[src/design/gse_pkg.sv]
// Shared types and constants for the Gaussian/Sobel edge stream block.
// Used by every module of the block but gse_chk; depends on nothing.
package gse_pkg;

	localparam int CFG_ADDR_BITS = 4;
	localparam int COUNT_LIMIT = 1024;
	localparam logic [15:0] BLUR_RECIP = 16'd52759;
	localparam int BLUR_SHIFT = 23;
	localparam logic [13:0] MAG_SCALE_NUM = 14'd10000;
	localparam logic [18:0] MAG_SCALE_DEN = 19'd320356;

	localparam logic [1:0] REG_IMAGE_WIDTH = 2'd0;
	localparam logic [1:0] REG_IMAGE_HEIGHT = 2'd1;
	localparam logic [1:0] REG_EDGE_THRESHOLD = 2'd2;

	localparam logic [10:0] RST_IMAGE_WIDTH = 11'd640;
	localparam logic [10:0] RST_IMAGE_HEIGHT = 11'd480;
	localparam logic [7:0] RST_EDGE_THRESHOLD = 8'd5;

	localparam logic [3:0] GAUSS_W [5][5] = '{
		'{4'd2, 4'd4, 4'd5, 4'd4, 4'd2},
		'{4'd4, 4'd9, 4'd12, 4'd9, 4'd4},
		'{4'd5, 4'd12, 4'd15, 4'd12, 4'd5},
		'{4'd4, 4'd9, 4'd12, 4'd9, 4'd4},
		'{4'd2, 4'd4, 4'd5, 4'd4, 4'd2}
	};

	typedef enum logic [2:0] {
		ST_IDLE,
		ST_WIN,
		ST_ACC,
		ST_DIV,
		ST_BW,
		ST_SOB,
		ST_MAG,
		ST_OUT
	} gse_st_t;

	typedef enum logic [2:0] {
		MP_IDLE,
		MP_SQX,
		MP_SQY,
		MP_LIM,
		MP_SQC,
		MP_CMP
	} gse_mph_t;

	typedef struct packed {
		logic rd;
		logic win;
		logic acc;
		logic [2:0] acc_row;
		logic div;
		logic bw;
	} gse_ctl_t;

endpackage

[src/design/gse_mag.sv]
// Bit-serial scaled gradient magnitude: largest r with 320356 r^2 <= 10000 (gx^2 + gy^2).
// Depends on gse_pkg; one multiplier pass per cycle.
module gse_mag (
	input logic clk,
	input logic arst_n,
	input logic start,
	input logic signed [10:0] gx,
	input logic signed [10:0] gy,
	output logic done,
	output logic [7:0] mag
);
	import gse_pkg::*;

	gse_mph_t ph_q, ph_d;
	logic signed [10:0] gx_q, gy_q;
	logic [20:0] sq_q;
	logic [20:0] s_q;
	logic [35:0] lim_q;
	logic [15:0] cs_q;
	logic [7:0] bit_q;
	logic [7:0] r_q;
	logic signed [21:0] prod;
	logic [7:0] cand;

	assign cand = r_q | bit_q;
	assign prod = (ph_q == MP_SQX) ? gx_q * gx_q : gy_q * gy_q;

	always_ff @(posedge clk or negedge arst_n) begin
		if (!arst_n) begin
			ph_q <= MP_IDLE;
		end else begin
			ph_q <= ph_d;
		end
	end

	always_comb begin
		ph_d = ph_q;
		done = 1'b0;
		unique case (ph_q)
			MP_IDLE: if (start) ph_d = MP_SQX;
			MP_SQX: ph_d = MP_SQY;
			MP_SQY: ph_d = MP_LIM;
			MP_LIM: ph_d = MP_SQC;
			MP_SQC: ph_d = MP_CMP;
			MP_CMP: begin
				if (bit_q[0]) begin
					ph_d = MP_IDLE;
					done = 1'b1;
				end else begin
					ph_d = MP_SQC;
				end
			end
			default: ph_d = MP_IDLE;
		endcase
	end

	always_ff @(posedge clk) begin
		unique case (ph_q)
			MP_IDLE: begin
				if (start) begin
					gx_q <= gx;
					gy_q <= gy;
					bit_q <= 8'h80;
					r_q <= '0;
				end
			end
			MP_SQX: sq_q <= prod[20:0];
			MP_SQY: s_q <= sq_q + prod[20:0];
			MP_LIM: lim_q <= 36'(s_q) * 36'(MAG_SCALE_NUM);
			MP_SQC: cs_q <= 16'(cand) * 16'(cand);
			MP_CMP: begin
				if (36'(cs_q) * 36'(MAG_SCALE_DEN) <= lim_q) begin
					r_q <= cand;
				end
				bit_q <= bit_q >> 1;
			end
			default: ;
		endcase
	end

	assign mag = r_q;

endmodule

[config.mk]
export PLATFORM = sky130hd
export DESIGN_NAME = gse_mag
export DESIGN_NICKNAME = d
export VERILOG_FILES = /design/src/design/gse_pkg.sv /design/src/design/gse_mag.sv
export SDC_FILE = /design/constraint.sdc
export NUM_CORES = 1
export LEC_CHECK = 0
export BUFFER_PORTS_ARGS = -buffer_cell sky130_fd_sc_hd__buf_4
export CAP_MARGIN = 20
export CORE_MARGIN = 2
export CORE_UTILIZATION = 39
export DETAILED_ROUTE_END_ITERATION = 6
export PLACE_DENSITY_LB_ADDON = 0.3
export SLEW_MARGIN = 30
export SYNTH_ARGS = -nofsm -noshare
export SYNTH_HDL_FRONTEND = slang
export SYNTH_SLANG_ARGS = --single-unit
[constraint.sdc]
create_clock -name clk -period 10.7 [get_ports clk]
set_input_delay 2.14 -clock clk [delete_from_list [all_inputs] [get_ports clk]]
set_output_delay 2.14 -clock clk [all_outputs]
set_load 0.02 [all_outputs]
==> reports/metrics.yaml <==
status:
  status: "complete, no violations"
yosys:
  synth-seq-cells: 128
  synth_common_cells: "inv_1 (564), ha_1 (379), fa_1 (357), edfxtp_1 (125), nor2_1 (120)"
  synth_area_leaders: "fa_1 (31%), ha_1 (20%), edfxtp_1 (16%), inv_1 (9.2%), xnor2_1 (3.3%)"
  synth.largest_area_cell: "fa_1"
  synth_area_mm2: 0.0231
  synth_flop_cell: "edfxtp_1"
  seq_area_frac_synth_pct: 16.6
  synth_top_area_share_pct: 30.9
  synthCells: 2302
  synth_most_common_cell: "inv_1"
  async_flop_share_pct: 2.34
  yosysUniqueCellTypes: 64
  synth_edf_count: 125
  yosys_warnings: 0
  syn_avg_cell_area_um2: 10.0
clock_network:
  cts_buffers: 17
  clock_latency_ns: 0.47
  postCtsHoldBufs: 0
  cts.clk_slew.worst_paths_ns: 0.07
  clock_path_buffers: 2
  post_cts_resized: 0
  cts_root_buf: "clkbuf_16"
  post-cts-setup-buffers: 0
  cts_tree: "done"
  cts_sinks: 128
  htreeDepth: 4
timing:
  rsz0062_at_grt: "false"
  fmax_mhz: 125
  finalSetupTns_ns: 0
  worst_slack_ns: 2.68
  fin_crit_sh_pct: 75.0
  report.final.slew_viol_count: 0
  min_period_ns: 8.02
  setup_viol: 0
  relSlewSlack_pct: 51.6
  hold_viol: 0
  worst_pin_slew_ns: 0.724
  final.setup_skew_ns: 0.0128
detailed_routing:
  wl_per_cell_um: 14.9
  wl_um: 46400
  drc_errors: 0
  drt_iter0_drc: 491
  viasPerCell: 4.90
  dr.pass1.iters: 4
  vias: 15300
  ant_nets: 0
layout:
  fillers: 5713
  multi_input_area_mm2: 0.0171
  seqCellArea_mm2: 0.00383
  area_growth_pct: 7.55
  fin_nets: 3092
  n_antenna_cell: 0
  drive_gt1_share_pct: 3.97
critical_path:
  path_common_cell: "fa_1"
  cp.arrival_ns: 8.14
  end_kind: "flip-flop"
  r2r_slack_ns: 2.68
  critical_path.top_delay_family: "adder cells"
  setup.worst_path.start_class: "flip-flop"
  critical_path.max_stage_delay_ns: 0.56
  critPathSlowestCell: "edfxtp_1"
  crit_type: "flip-flop to flip-flop"
  crit_buf_inv: 4
  worstPathMaxFanout: 8
  required_ns: 10.81
floorplan:
  die_h_um: 248
  die_area_mm2: 0.0613
  start_util_pct: 39.3
  coreArea_mm2: 0.0588
  io_pins: 34
  die_w_um: 248
  fp-row-count: 89
grt:
  grt_overflow_total: 0
  antenna_found_initial: 1
  grt_first_pass_wirelength_um: 81400
  grt_pass1_vias: 17000
  grt_max_degree: 39
  grt.total_usage_pct: 16.6
placed_design:
  place_ws_ns: 2.74
  place_congestion: 0.892
  post-dp-hpwl_um: 40100
  port_buffers: 33
job:
  cap_violations: 0
worst_hold_path:
  min_path_type: "flip-flop to flip-flop"
-- metrics by stage --
step                instance area (um^2)  cells  utilization (%)  hold WS, ns
floorplan                          23100   2306                -        0.515
global placement                   24300   3085             41.3        0.535
detailed placement                 24300   3085             41.3        0.548
CTS                                24900   3117             42.3        0.556
global route                       24900   3117             42.3        0.584
finish                             24900   3117             42.3        0.550
-- logic make-up (layout without fill, tap and decap cells) --
kind of cell | Yosys count | in the layout | synth area share [%]
flops | 128 | 128 | 16.6
other cells | 2 | 6 | 0.0325
compound gates | 272 | 272 | 8.04
buf+inv | 596 | 634 | 9.67
mux | 7 | 7 | 0.314
fa+ha+maj | 736 | 736 | 51.4
simple gates | 442 | 442 | 9.43
xor+xnor | 119 | 119 | 4.57
-- final cells by class --
class | instances | area share [%]
multi-input combinational | 1582 | 68.7
tap | 773 | 3.89
timing repair buffer | 38 | 1.15
clock buffer | 17 | 1.71
inverter | 564 | 8.51
sequential | 128 | 15.4
clock inverter | 15 | 0.674
-- registers in the layout, summed over array words and instances (netlist names) --
signal  cells
lim_q      31
s_q        21
sq_q       20
cs_q       15
gx_q       11
gy_q       11
bit_q       8
mag         8
ph_q        3
-- worst paths after layout --
check / depth (start not counted) / start / to
min in group asynchronous: 1 / arst_n / ph_q[0]
min reg2reg: 1 / sq_q[0] / s_q[0]
min: 1 / sq_q[0] / s_q[0]
max: 27 / cs_q[12] / mag[1]
max in group asynchronous: 1 / arst_n / ph_q[1]
max reg2reg: 27 / cs_q[12] / mag[1]
-- worst reg2reg max path, delay by kind of cell (launching register included) --
| kind | cells | cell delay, ns |
|---|---|---|
| compound gates | 11 | 2.72 |
| buf+inv | 4 | 0.22 |
| simple gates | 4 | 0.68 |
| fa+ha+maj | 8 | 3.49 |
| flops | 1 | 0.56 |
-- routing by layer --
layer | vias to the layer above | part of all wire [%] | track usage [%]
met2 | 151 | 51 | 29.7
met1 | 7697 | 45 | 20.9
met5 | - | 0 | 0
met3 | 49 | 2.2 | 2.15
met4 | 0 | 2.1 | 5.04
li1 | 7384 | - | -
-- placed cells by master (no fill, tap or decap), drive strengths merged, types with 25 or more instances in the layout --
cell type	count
inv	566
ha	379
fa	357
edfxtp	125
nor2	120
nand2	100
xnor2	86
a21oi	85
and2	71
a21o	43
o21ai	42
buf	38
nor2b	35
xor2	32
o21a	26
nor3	25
Power is not shown: default switching activity piles up to over one toggle a cycle in this logic, so the estimate is an artifact.
